==> config.mk <==
export PLATFORM = sky130hd
export DESIGN_NAME = ncs_ctrl
export DESIGN_NICKNAME = d
export VERILOG_FILES = /design/src/design/ncs_pkg.sv /design/src/design/ncs_ctrl.sv
export SDC_FILE = /design/constraint.sdc
export NUM_CORES = 1
export LEC_CHECK = 0
export ABC_AREA = 1
export BUFFER_PORTS_ARGS = -buffer_cell sky130_fd_sc_hd__buf_2
export CAP_MARGIN = 0
export CORE_MARGIN = 3
export CORE_UTILIZATION = 55
export CTS_BUF_LIST = sky130_fd_sc_hd__clkbuf_16
export CTS_CLUSTER_SIZE = 12
export DETAILED_ROUTE_END_ITERATION = 10
export PLACE_DENSITY_LB_ADDON = 0.05
export SETUP_SLACK_MARGIN = 0.15
export SYNTH_ARGS = -nofsm -noshare
export SYNTH_HDL_FRONTEND = slang
export SYNTH_SLANG_ARGS = --single-unit
==> constraint.sdc <==
create_clock -name clk -period 3.7 [get_ports clk]
set_input_delay 0.37 -clock clk [delete_from_list [all_inputs] [get_ports clk]]
set_output_delay 0.37 -clock clk [all_outputs]
set_load 0.01 [all_outputs]
==> src/design/ncs_pkg.sv <==
// ============================================================================
// ncs_pkg
// Shared widths, register indexes, operation codes and control structs for
// the nearest-centroid search block.
// ============================================================================
package ncs_pkg;

    localparam int DEF_MAX_CLUSTERS = 64;
    localparam int DEF_MAX_LENGTH   = 64;

    localparam int IDX_W     = 6;    // cluster_index, component_index, nearest_index
    localparam int VAL_W     = 16;   // Q8.8 component
    localparam int SQ_W      = 32;   // square of a 16-bit magnitude
    localparam int DIST_W    = 48;
    localparam int CFG_W     = 7;
    localparam int CFG_IDX_W = 2;
    localparam int S_DATA_W  = 32;   // 6 + 6 + 16 = 28 bits, padded to bytes
    localparam int M_DATA_W  = 56;   // 6 + 48 = 54 bits, padded to bytes

    localparam logic [CFG_IDX_W-1:0] REG_NUM_CLUSTERS  = 2'd0;
    localparam logic [CFG_IDX_W-1:0] REG_VECTOR_LENGTH = 2'd1;

    localparam logic OP_WRITE = 1'b0;
    localparam logic OP_QUERY = 1'b1;

    localparam logic [CFG_W-1:0] NUM_CLUSTERS_RST  = 7'd1;
    localparam logic [CFG_W-1:0] VECTOR_LENGTH_RST = 7'd64;

    localparam logic [DIST_W-1:0] DIST_MAX = {DIST_W{1'b1}};

    // controller -> datapath
    typedef struct packed {
        logic store;      // input item accepted this cycle
        logic rd_en;      // read one query/codebook pair
        logic first_k;    // first component of a centroid
        logic last_k;     // last component of a centroid
        logic first_cl;   // centroid 0
        logic last_cl;    // last centroid of the search
        logic load_out;   // move best result into the output register
    } ncs_cmd_t;

    // datapath -> controller
    typedef struct packed {
        logic done;       // best index/distance final this cycle
        logic out_free;   // output register can take a result
    } ncs_status_t;

endpackage

==> src/design/ncs_ctrl.sv <==
// ============================================================================
// ncs_ctrl
// Search sequencer: holds the configuration registers, takes input items,
// and steps the component and centroid counters during a search.
// ============================================================================
module ncs_ctrl #(
    parameter int MAX_CLUSTERS = ncs_pkg::DEF_MAX_CLUSTERS,
    parameter int MAX_LENGTH   = ncs_pkg::DEF_MAX_LENGTH,
    parameter int KW  = (MAX_LENGTH > 1) ? $clog2(MAX_LENGTH) : 1,
    parameter int CLW = $clog2(MAX_CLUSTERS),
    parameter int CBW = $clog2(MAX_CLUSTERS * MAX_LENGTH)
) (
    input  logic                           clk,
    input  logic                           rst_n,
    input  logic                           cfg_valid,
    input  logic [ncs_pkg::CFG_IDX_W-1:0]  cfg_index,
    input  logic [ncs_pkg::CFG_W-1:0]      cfg_data,
    input  logic                           s_tvalid,
    input  logic                           s_tuser,
    input  logic                           s_tlast,
    output logic                           s_tready,
    input  ncs_pkg::ncs_status_t           status,
    output ncs_pkg::ncs_cmd_t              cmd,
    output logic [KW-1:0]                  rd_k,
    output logic [CBW-1:0]                 rd_addr
);
    import ncs_pkg::*;

    localparam logic [1:0] ST_IDLE  = 2'd0;
    localparam logic [1:0] ST_SCAN  = 2'd1;
    localparam logic [1:0] ST_DRAIN = 2'd2;
    localparam logic [1:0] ST_HOLD  = 2'd3;

    logic [1:0]       state_reg, state_next;
    logic [KW-1:0]    k_reg, k_next;
    logic [CLW-1:0]   c_reg, c_next;
    logic [CBW-1:0]   base_reg, base_next;
    logic [CFG_W-1:0] num_clusters_reg, num_clusters_next;
    logic [CFG_W-1:0] vector_length_reg, vector_length_next;

    logic [KW-1:0]    k_last;
    logic [CLW-1:0]   c_last;
    logic             accept;

    // zero counts as one, values above the maximum saturate
    always_comb
    begin
        if (num_clusters_reg == '0)
            c_last = '0;
        else if (32'(num_clusters_reg) > 32'(MAX_CLUSTERS))
            c_last = CLW'(MAX_CLUSTERS - 1);
        else
            c_last = CLW'(num_clusters_reg - 7'd1);

        if (vector_length_reg == '0)
            k_last = '0;
        else if (32'(vector_length_reg) > 32'(MAX_LENGTH))
            k_last = KW'(MAX_LENGTH - 1);
        else
            k_last = KW'(vector_length_reg - 7'd1);
    end

    always_comb
    begin
        num_clusters_next  = num_clusters_reg;
        vector_length_next = vector_length_reg;
        if (cfg_valid)
        begin
            if (cfg_index == REG_NUM_CLUSTERS)
                num_clusters_next = cfg_data;
            else if (cfg_index == REG_VECTOR_LENGTH)
                vector_length_next = cfg_data;
        end
    end

    assign rd_k    = k_reg;
    assign rd_addr = base_reg + CBW'(k_reg);

    always_comb
    begin
        state_next = state_reg;
        k_next     = k_reg;
        c_next     = c_reg;
        base_next  = base_reg;

        s_tready = (state_reg == ST_IDLE);
        accept   = s_tvalid && s_tready;

        cmd          = '0;
        cmd.store    = accept;
        cmd.rd_en    = (state_reg == ST_SCAN);
        cmd.first_k  = (k_reg == '0);
        cmd.last_k   = (k_reg == k_last);
        cmd.first_cl = (c_reg == '0);
        cmd.last_cl  = (c_reg == c_last);

        case (state_reg)
            ST_IDLE:
            begin
                if (accept && s_tuser == OP_QUERY && s_tlast)
                begin
                    state_next = ST_SCAN;
                    k_next     = '0;
                    c_next     = '0;
                    base_next  = '0;
                end
            end
            ST_SCAN:
            begin
                k_next = k_reg + KW'(1);
                if (cmd.last_k)
                begin
                    k_next    = '0;
                    c_next    = c_reg + CLW'(1);
                    base_next = base_reg + CBW'(MAX_LENGTH);
                    if (cmd.last_cl)
                        state_next = ST_DRAIN;
                end
            end
            ST_DRAIN:
            begin
                if (status.done)
                begin
                    if (status.out_free)
                    begin
                        cmd.load_out = 1'b1;
                        state_next   = ST_IDLE;
                    end
                    else
                    begin
                        state_next = ST_HOLD;
                    end
                end
            end
            ST_HOLD:
            begin
                if (status.out_free)
                begin
                    cmd.load_out = 1'b1;
                    state_next   = ST_IDLE;
                end
            end
            default:
            begin
                state_next = ST_IDLE;
            end
        endcase
    end

    always_ff @(posedge clk or negedge rst_n)
    begin
        if (!rst_n)
        begin
            state_reg         <= ST_IDLE;
            k_reg             <= '0;
            c_reg             <= '0;
            base_reg          <= '0;
            num_clusters_reg  <= NUM_CLUSTERS_RST;
            vector_length_reg <= VECTOR_LENGTH_RST;
        end
        else
        begin
            state_reg         <= state_next;
            k_reg             <= k_next;
            c_reg             <= c_next;
            base_reg          <= base_next;
            num_clusters_reg  <= num_clusters_next;
            vector_length_reg <= vector_length_next;
        end
    end

`ifndef SYNTHESIS
    // a result is never loaded over one that is still waiting
    a_load_free: assert property (@(posedge clk) disable iff (!rst_n)
        cmd.load_out |-> status.out_free)
        else $error("result loaded while output register busy");

    // the datapath finishes only while the sequencer waits for it
    a_done_drain: assert property (@(posedge clk) disable iff (!rst_n)
        status.done |-> state_reg == ST_DRAIN)
        else $error("search done outside drain");

    // the final read of a search ends the scan
    a_scan_end: assert property (@(posedge clk) disable iff (!rst_n)
        (state_reg == ST_SCAN && cmd.last_k && cmd.last_cl) |=> state_reg == ST_DRAIN)
        else $error("scan did not end after last read");
`endif

endmodule

Yosys cells after proc, flatten, opt, wreduce, memory -nomap -nowiden
Cells that the tools add are included.
Widths: inputs -> output; s select.
Word-level totals
  latch bits: 0
  bits of input ports: 17
  output and inout bits: 26
  memories: 0
  register bits after elaboration: 40
  word-level logic and storage cells: 63
  memory bits (writable): 0
  bits in read-only memories: 0
Operators by class
  reduce and logical (&&, ||, !) cells: 15
  mux-type cells: 22
  add/subtract/negate cells: 6
  shifts and indexed selects: 0
  div/mod/pow operators: 0
  bitwise gates (word level): 1
  equality and inequality tests: 11
  multipliers: 0
  $lt $le $gt $ge: 2
Operators by type and width (number)
  $mux 6: 7
  $mux 12: 2
  $pmux 12 s2: 1
  $pmux 6 s2: 2
  $gt 7x7->1 const B: 2
  $logic_not 7->1: 2
  $add 12x6->12: 1
  $add 12x7->12 const B: 1
  $add 6x1->6 const B: 2
  $eq 6x6->1: 2
  $logic_not 6->1: 2
  $mux 2: 6
  $sub 6x1->6 const B: 2
  $ne 2x2->1 const B: 4
  $pmux 2 s4: 1
  $reduce_and 3->1: 2
  $reduce_and 5->1: 1
  $eq 2x1->1 const B: 2
  $eq 2x2->1 const B: 2
  $logic_not 2->1: 2
  $reduce_and 2->1: 2
  $logic_and 1x1->1: 3
  $mux 1: 2
  $ne 2x1->1 const B: 1
  other kinds (3): 3

Depth between registers and ports, before layout
Gate-level depths: netlist of run 1.
  depth in word-level cells: 7
  depth in mapped cells: 17
  gate-level depth less buffers: 17

Worst setup path before layout of run 1
Ideal clock, no wire load.
  kind: reg-to-output
  start: reg num_clusters_reg[0]
  end: out cmd[1] (netlist bit)
  arrival time: 1609 ps
  data required time: 3330 ps
  stages on the path, launching flop included: 14
  slack: 1721 ps
  cell sequence: dfstp_2 -> inv_1 -> ha_1 -> inv_1 -> nor3_1 -> nand2_1 -> nand2_1 -> nand2_1 -> nand2_1 -> nand2_1 -> nand2_1 -> nor2_1 -> nand2_1 -> inv_1
RTL lines
  start: declaration: RTL line ncs_ctrl.sv:38  | logic [CFG_W-1:0] num_clusters_reg, num_clusters_next;
  start signal: assignment: RTL line ncs_ctrl.sv:167  | num_clusters_reg <= num_clusters_next;
  end: declaration: RTL line ncs_ctrl.sv:23  | output ncs_pkg::ncs_cmd_t cmd,

==> results of run 1 <==
==> synthesized netlist by cell type, drive strengths merged (3+ instances only) <==
| master | instances | area share (%) |
|---|---|---|
| clkbuf | 14 | 2.2 |
| o21ai | 36 | 9.9 |
| or2 | 3 | 0.79 |
| nand4 | 6 | 1.6 |
| dfrtp | 32 | 33 |
| nand3 | 41 | 8.8 |
| inv | 40 | 6.3 |
| xor2 | 3 | 1.1 |
| o22ai | 3 | 0.79 |
| a21oi | 3 | 0.63 |
| nor2 | 22 | 3.6 |
| nor3 | 4 | 0.84 |
| ha | 9 | 4.7 |
| nand2 | 111 | 19 |
| buf | 6 | 2.1 |
==> worst register-to-register path: cells and delay by family (launching register included) <==
kind                     cells  cell delay (ns)
AND/OR/NAND/NOR              9             1.05
flip-flops                   1             0.38
buffers and inverters        1             0.14
AO/OA/AOI/OAI                2             0.30
adder cells (fa/ha/maj)      1             0.19
==> worst paths after layout <==
check,endpoint,cells past startpoint,start
setup / recovery,cmd[1],14,num_clusters_reg[0]$_DFFE_PN1P_
hold / removal,rd_k[2]$_DFFE_PN0P_,1,rst_n
setup reg to reg,c_reg[2]$_DFFE_PN0P_,13,vector_length_reg[0]$_DFFE_PN0P_
hold reg to reg,vector_length_reg[0]$_DFFE_PN0P_,2,vector_length_reg[0]$_DFFE_PN0P_
min in group clk,vector_length_reg[6]$_DFFE_PN1P_,3,cfg_data[6]
max in group asynchronous,num_clusters_reg[5]$_DFFE_PN0P_,1,rst_n
==> area by class of cell <==
class,count,area (µm²)
clock buffer,5,125.1
clock inverter,3,12.51
fill,396,1380
inverter,40,150.1
multi-input combinational,248,1285
sequential,34,853.3
tap,50,62.56
timing repair buffer,43,217.7
==> logic make-up (layout without fill, tap and decap cells) <==
group / after synthesis / in the layout
adder cells (fa/ha/maj): 9 / 9
AND/OR/NAND/NOR: 190 / 190
XOR/XNOR: 5 / 5
flip-flops: 34 / 34
AO/OA/AOI/OAI: 44 / 44
buffers and inverters: 60 / 91
==> metal layers <==
layer	global-route usage, %	vias to the layer above	part of all wire (%)
met4	7.933	0	1.3
met3	3.878	5	3.7
met2	33.06	38	47
met5	0	-	0
li1	-	1149	-
met1	29.14	1023	48
==> power by group through the flow <==
stage          clock, mW  combinational (mW)  sequential (mW)
2_1_floorplan          0               0.758            0.630
3_3_place_gp           0               0.925            0.667
3_5_place_dp           0               0.947            0.673
4_1_cts            0.395               0.951            0.667
5_1_grt            0.415                1.09            0.692
6_report           0.389               0.944            0.671
==> metrics by stage <==
step | area (µm²) | utilization [%] | instances
2_1_floorplan | 2391 | - | 342
3_3_place_gp | 2569 | 62.86 | 415
3_5_place_dp | 2569 | 62.86 | 415
4_1_cts | 2706 | 66.23 | 423
5_1_grt | 2706 | 66.23 | 423
6_report | 2706 | 66.23 | 423
==> flow_metrics.py, run 1 <==
metrics = {
    "setup_path": {
        "crit_type": "reg2out",
        "required_ns": 3.33,
        "arrival_ns": 2.15,
        "worstPathMaxFanout": 10,
        "crit_top_cell": "nand2_1",
        "cp_num_buf_inv": 4,
        "cp-start-kind": "flip-flop",
        "cpPeakStageDelay_ns": 0.52,
        "worstPathCellList": "inv_1 -> ha_1 -> inv_1 -> nor3_1 -> nand2_1 -> nand2_1 -> nand2_1 -> nand2_1 -> nand2_1 -> nand2_1 -> nor2_1 -> nand2_1 -> inv_1 -> buf_2",
        "reg2reg_slack_ns": 1.52,
        "critPathTopFamily": "simple AND/OR/NAND/NOR gates",
        "setup.worst_path.end_class": "primary output",
        "slowest_stage": "dfstp_2",
    },
    "cells_and_area": {
        "diodes": 0,
        "area_growth_pct": 13.19,
        "final_common_cell": "nand2_1",
        "nets": 398,
        "final_cell_mix": "nand2_1, buf_2, inv_1, nand3_1, dfrtp_1",
        "drive_gt1_share_pct": 21.18,
    },
    "sta": {
        "tightest_slew_ns": 0.7774,
        "min_period_over_period_pct": 68.08,
        "hold_viol": 0,
        "max_freq_mhz": 397.0,
        "final-setup-viol-count": 0,
        "layout_setup_ws_ns": 1.181,
        "setup_tns_ns": 0,
        "relSlewSlack_pct": 48.17,
        "rsz0062_at_grt": "false",
        "period_minus_slack_ns": 2.519,
        "skew_ns": 0.005660,
        "finalMaxSlewViolations": 0,
        "whs_ns": 0.1715,
    },
    "detailed_routing": {
        "via_per_inst": 5.236,
        "wl_per_cell_um": 11.89,
        "wirelength_mm": 5.029,
        "antenna_left": 0,
        "drtIter0Drc": 113,
        "drt_first_pass_iters": 5,
        "drcViolationCount": 0,
        "via_count": 2215,
    },
    "die": {
        "die_area_um2": 5175,
        "fp.dieW_um": 71.94,
        "io_pins": 43,
        "core_um2": 4086,
        "fp.dieH_um": 71.94,
        "num_rows": 23,
        "start_util_pct": 58.51,
    },
    "clocking": {
        "cts_root_buf": "clkbuf_16",
        "clk_pin_slew_ns": 0.05,
        "cts_tree": "built",
        "clockBufferDepth": 2,
        "cts_resized": 0,
        "cts_hold_buf": 0,
        "clkSinkCount": 34,
        "cts_buffers": 5,
        "cts_setup_buffers": 0,
        "clock_latency_ns": 0.27,
        "h-tree-depth": 2,
    },
    "pwr": {
        "power.leakage_nw": 1.484,
        "p_switching_mw": 0.8885,
        "comb_power_share_pct": 47.1,
        "clkPwrFrac_pct": 19.4,
        "finalPower_mw": 2.004,
        "p_seq_share_pct": 33.5,
        "swShare_pct": 44.34,
        "p_int_mw": 1.115,
        "ir_drop_uv": 402.5,
        "power.density_nw_per_um2": 740.4,
    },
    "synth": {
        "syn_area_um2": 2391,
        "synth_fa_ha_area_share_pct": 4.710,
        "synth_compound_area_share_pct": 11.93,
        "synth-edff-count": 0,
        "synth_xor_xnor_area_share_pct": 1.832,
        "synth_mux_area_share_pct": 0,
        "synth.net_count": 368,
        "ys_types": 30,
        "ys_ff_latch": 34,
        "async_reset_ff_share_pct": 100.0,
        "synth.avg_cell_area_um2": 6.991,
        "ys_seq_area_share_pct": 35.69,
        "ys.flop_type": "dfrtp_1",
        "synthSimpleGateAreaFrac_pct": 35.27,
        "ys.warnings.count": 0,
        "synth_cells": 342,
        "synth_top_family_by_area": "simple AND/OR/NAND/NOR gates",
    },
    "run": {
        "cap_violations": 0,
    },
    "hold_path": {
        "min_path_type": "in2async",
    },
    "placed_design": {
        "place_ws_ns": 1.457,
        "dp_hpwl_mm": 3.725,
        "routabilityCongestion": 0.8011,
        "portBuffers": 42,
    },
    "grt": {
        "grt-ovfl-total": 0,
        "antenna_found_initial": 0,
        "grtUsageTotal_pct": 21.08,
        "grt_max_degree": 35,
        "grt_pass1_vias": 1996,
        "grt_pass1_wl_mm": 8.714,
    },
    "status": {
        "status": "finished clean",
    },
}
No activity file was read; power rests on OpenSTA's default activity.
==> run 2, diff against run 1 <==
==> constraint.sdc (replaced) <==
create_clock -name clk -period 2.52 [get_ports clk]
set_input_delay 0.252 -clock clk [delete_from_list [all_inputs] [get_ports clk]]
set_output_delay 0.252 -clock clk [all_outputs]
set_load 0.01 [all_outputs]
==> run 2 against run 1 <==
Compared with the run above:
- final cell count rose by 1.7%
- die area did not move
- clock-buffer cell count did not move
- worst hold slack got worse by 0.13 ns
- clock skew rose by 0.0029 ns
- combinational power rose by 54%
- largest cell class unchanged
- global-route usage rose by 0.29 points
==> flow_metrics.py, run 2 (same netlist as run 1, synthesis figures left out) <==
metrics = {
    "status": {
        "status": "finished clean",
    },
    "die": {
        "num_rows": 23,
        "io_pins": 43,
        "die_area_um2": 5175,
        "fp.dieW_um": 71.94,
        "fp.dieH_um": 71.94,
        "core_um2": 4086,
        "start_util_pct": 58.51,
    },
    "clocking": {
        "clkSinkCount": 34,
        "cts_buffers": 5,
        "cts_tree": "built",
        "clockBufferDepth": 2,
        "clock_latency_ns": 0.28,
        "h-tree-depth": 2,
        "clk_pin_slew_ns": 0.05,
        "cts_hold_buf": 0,
        "cts_root_buf": "clkbuf_16",
    },
    "sta": {
        "skew_ns": 0.008593,
        "max_freq_mhz": 443.0,
        "min_period_over_period_pct": 89.59,
        "setup_tns_ns": 0,
        "period_minus_slack_ns": 2.258,
        "tightest_slew_ns": 0.7535,
        "relSlewSlack_pct": 49.77,
        "layout_setup_ws_ns": 0.2624,
        "finalMaxSlewViolations": 0,
        "final-setup-viol-count": 0,
        "rsz0062_at_grt": "true",
        "hold_viol": 0,
    },
    "grt": {
        "grtUsageTotal_pct": 21.37,
        "grt_max_degree": 35,
        "antenna_found_initial": 0,
        "grt-ovfl-total": 0,
        "grt_pass1_wl_mm": 8.783,
        "grt_pass1_vias": 1964,
    },
    "placed_design": {
        "place_ws_ns": 0.3158,
        "dp_hpwl_mm": 3.746,
        "routabilityCongestion": 0.8384,
        "portBuffers": 42,
    },
    "pwr": {
        "p_switching_mw": 1.339,
        "comb_power_share_pct": 48.2,
        "p_seq_share_pct": 33.1,
        "power.density_nw_per_um2": 1069,
        "clkPwrFrac_pct": 18.6,
        "p_int_mw": 1.664,
        "swShare_pct": 44.57,
        "power.leakage_nw": 1.519,
        "ir_drop_uv": 589.7,
    },
    "cells_and_area": {
        "final_common_cell": "nand2_1",
        "fill_cells": 358,
        "area_growth_pct": 17.48,
        "nets": 405,
        "final_cell_mix": "nand2_1, buf_2, inv_1, nand3_1, dfrtp_1",
        "diodes": 0,
        "drive_gt1_share_pct": 26.84,
    },
    "detailed_routing": {
        "via_count": 2253,
        "antenna_left": 0,
        "drtIter0Drc": 152,
        "wl_per_cell_um": 12.63,
        "drcViolationCount": 0,
        "wirelength_mm": 5.430,
        "drt_first_pass_iters": 4,
        "via_per_inst": 5.240,
    },
    "setup_path": {
        "cp_num_buf_inv": 5,
        "worstPathCellList": "inv_1 -> ha_2 -> inv_2 -> nor3_2 -> nand2_2 -> buf_4 -> nand2_1 -> nand2_1 -> nand2_1 -> nand2_1 -> nor2_2 -> nand2_2 -> inv_1 -> buf_2",
        "required_ns": 2.27,
        "cp-start-kind": "flip-flop",
        "crit_top_cell": "nand2_1",
        "setup.worst_path.end_class": "primary output",
        "slowest_stage": "dfrtp_1",
        "critPathTopFamily": "simple AND/OR/NAND/NOR gates",
        "worstPathMaxFanout": 7,
        "reg2reg_slack_ns": 0.40,
        "arrival_ns": 2.01,
        "r2r-start": "vector_length_reg[1]$_DFFE_PN0P_",
        "r2r_end": "base_reg[7]$_DFFE_PN0P_",
        "reg2reg_depth": 13,
        "cpPeakStageDelay_ns": 0.39,
        "crit_type": "reg2out",
    },
    "hold_path": {
        "min_path_type": "in2async",
    },
    "run": {
        "cap_violations": 0,
    },
}
-- run 2: changes by cell type in the layout (fill, tap and decap cells not counted), moves of 2 or more --
| cell | previous run | this run |
|---|---|---|
| nand2_1 | 102 | 95 |
| buf_4 | 1 | 7 |
| nand2_2 | 7 | 13 |
| nor2_1 | 21 | 18 |
| nor2_2 | 1 | 4 |
| inv_1 | 40 | 38 |
| inv_2 | 1 | 3 |
| nand3_1 | 40 | 38 |
| nand3_2 | 1 | 3 |
-- run 2: routing by layer --
| layer | vias to the layer above | part of all wire [%] | track usage, % | wire, µm |
|---|---|---|---|---|
| li1 | 1160 | - | - | - |
| met1 | 1043 | 48 | 29.68 | 2602 |
| met2 | 42 | 47 | 33.37 | 2545 |
| met3 | 8 | 3.8 | 4.294 | 206 |
| met4 | 0 | 1.4 | 7.516 | 76 |
| met5 | - | 0 | 0 | 0 |
-- run 2: per-stage QoR --
step / power, mW / area, µm² / hold WS [ns] / std cells / utilization (%)
after floorplan: 2.038 / 2391 / -0.04359 / 342 / -
after global placement: 2.341 / 2569 / 0.3738 / 415 / 62.86
after detailed placement: 2.374 / 2569 / 0.3649 / 415 / 62.86
after CTS: 2.965 / 2728 / 0.07542 / 425 / 66.75
after global routing: 3.287 / 2809 / 0.09439 / 430 / 68.74
final: 3.003 / 2809 / 0.04227 / 430 / 68.74
-- run 2: power groups by stage --
stage	combinational [mW]	sequential [mW]	clock, mW
after floorplan	1.11	0.925	0
after global placement	1.36	0.984	0
after detailed placement	1.39	0.988	0
after CTS	1.40	0.982	0.578
after global routing	1.66	1.03	0.601
final	1.45	0.995	0.560
-- run 2: how the worst max path moves through the flow --
stage	startpoint	slack, ns	to	depth (start not counted)
after global placement	num_clusters_reg[0]$_DFFE_PN1P_	0.35	cmd[1]	14
after floorplan	num_clusters_reg[0]$_DFFE_PN1P_	0.63	state_reg[0]$_DFFE_PN0P_	16
after CTS	num_clusters_reg[0]$_DFFE_PN1P_	0.18	cmd[1]	14
final	num_clusters_reg[1]$_DFFE_PN0P_	0.26	cmd[1]	14
after detailed placement	num_clusters_reg[0]$_DFFE_PN1P_	0.32	state_reg[0]$_DFFE_PN0P_	16
after global routing	vector_length_reg[1]$_DFFE_PN0P_	0.08	cmd[3]	13
-- run 2: final cells by class --
| class | instances | area (µm²) | share of cell area, % |
|---|---|---|---|
| clock buffer | 5 | 125.1 | 4.454 |
| tap | 50 | 62.56 | 2.227 |
| multi-input combinational | 249 | 1341 | 47.75 |
| inverter | 40 | 152.6 | 5.434 |
| clock inverter | 3 | 11.26 | 0.4009 |
| timing repair buffer | 49 | 262.8 | 9.354 |
| sequential | 34 | 853.3 | 30.38 |
-- run 2: timing repair --
action,4_1_cts,5_1_grt
buffers inserted,2,4
pin swaps,1,10
setup endpoints to repair,1,2
resized for setup,4,15
cloned,0,1
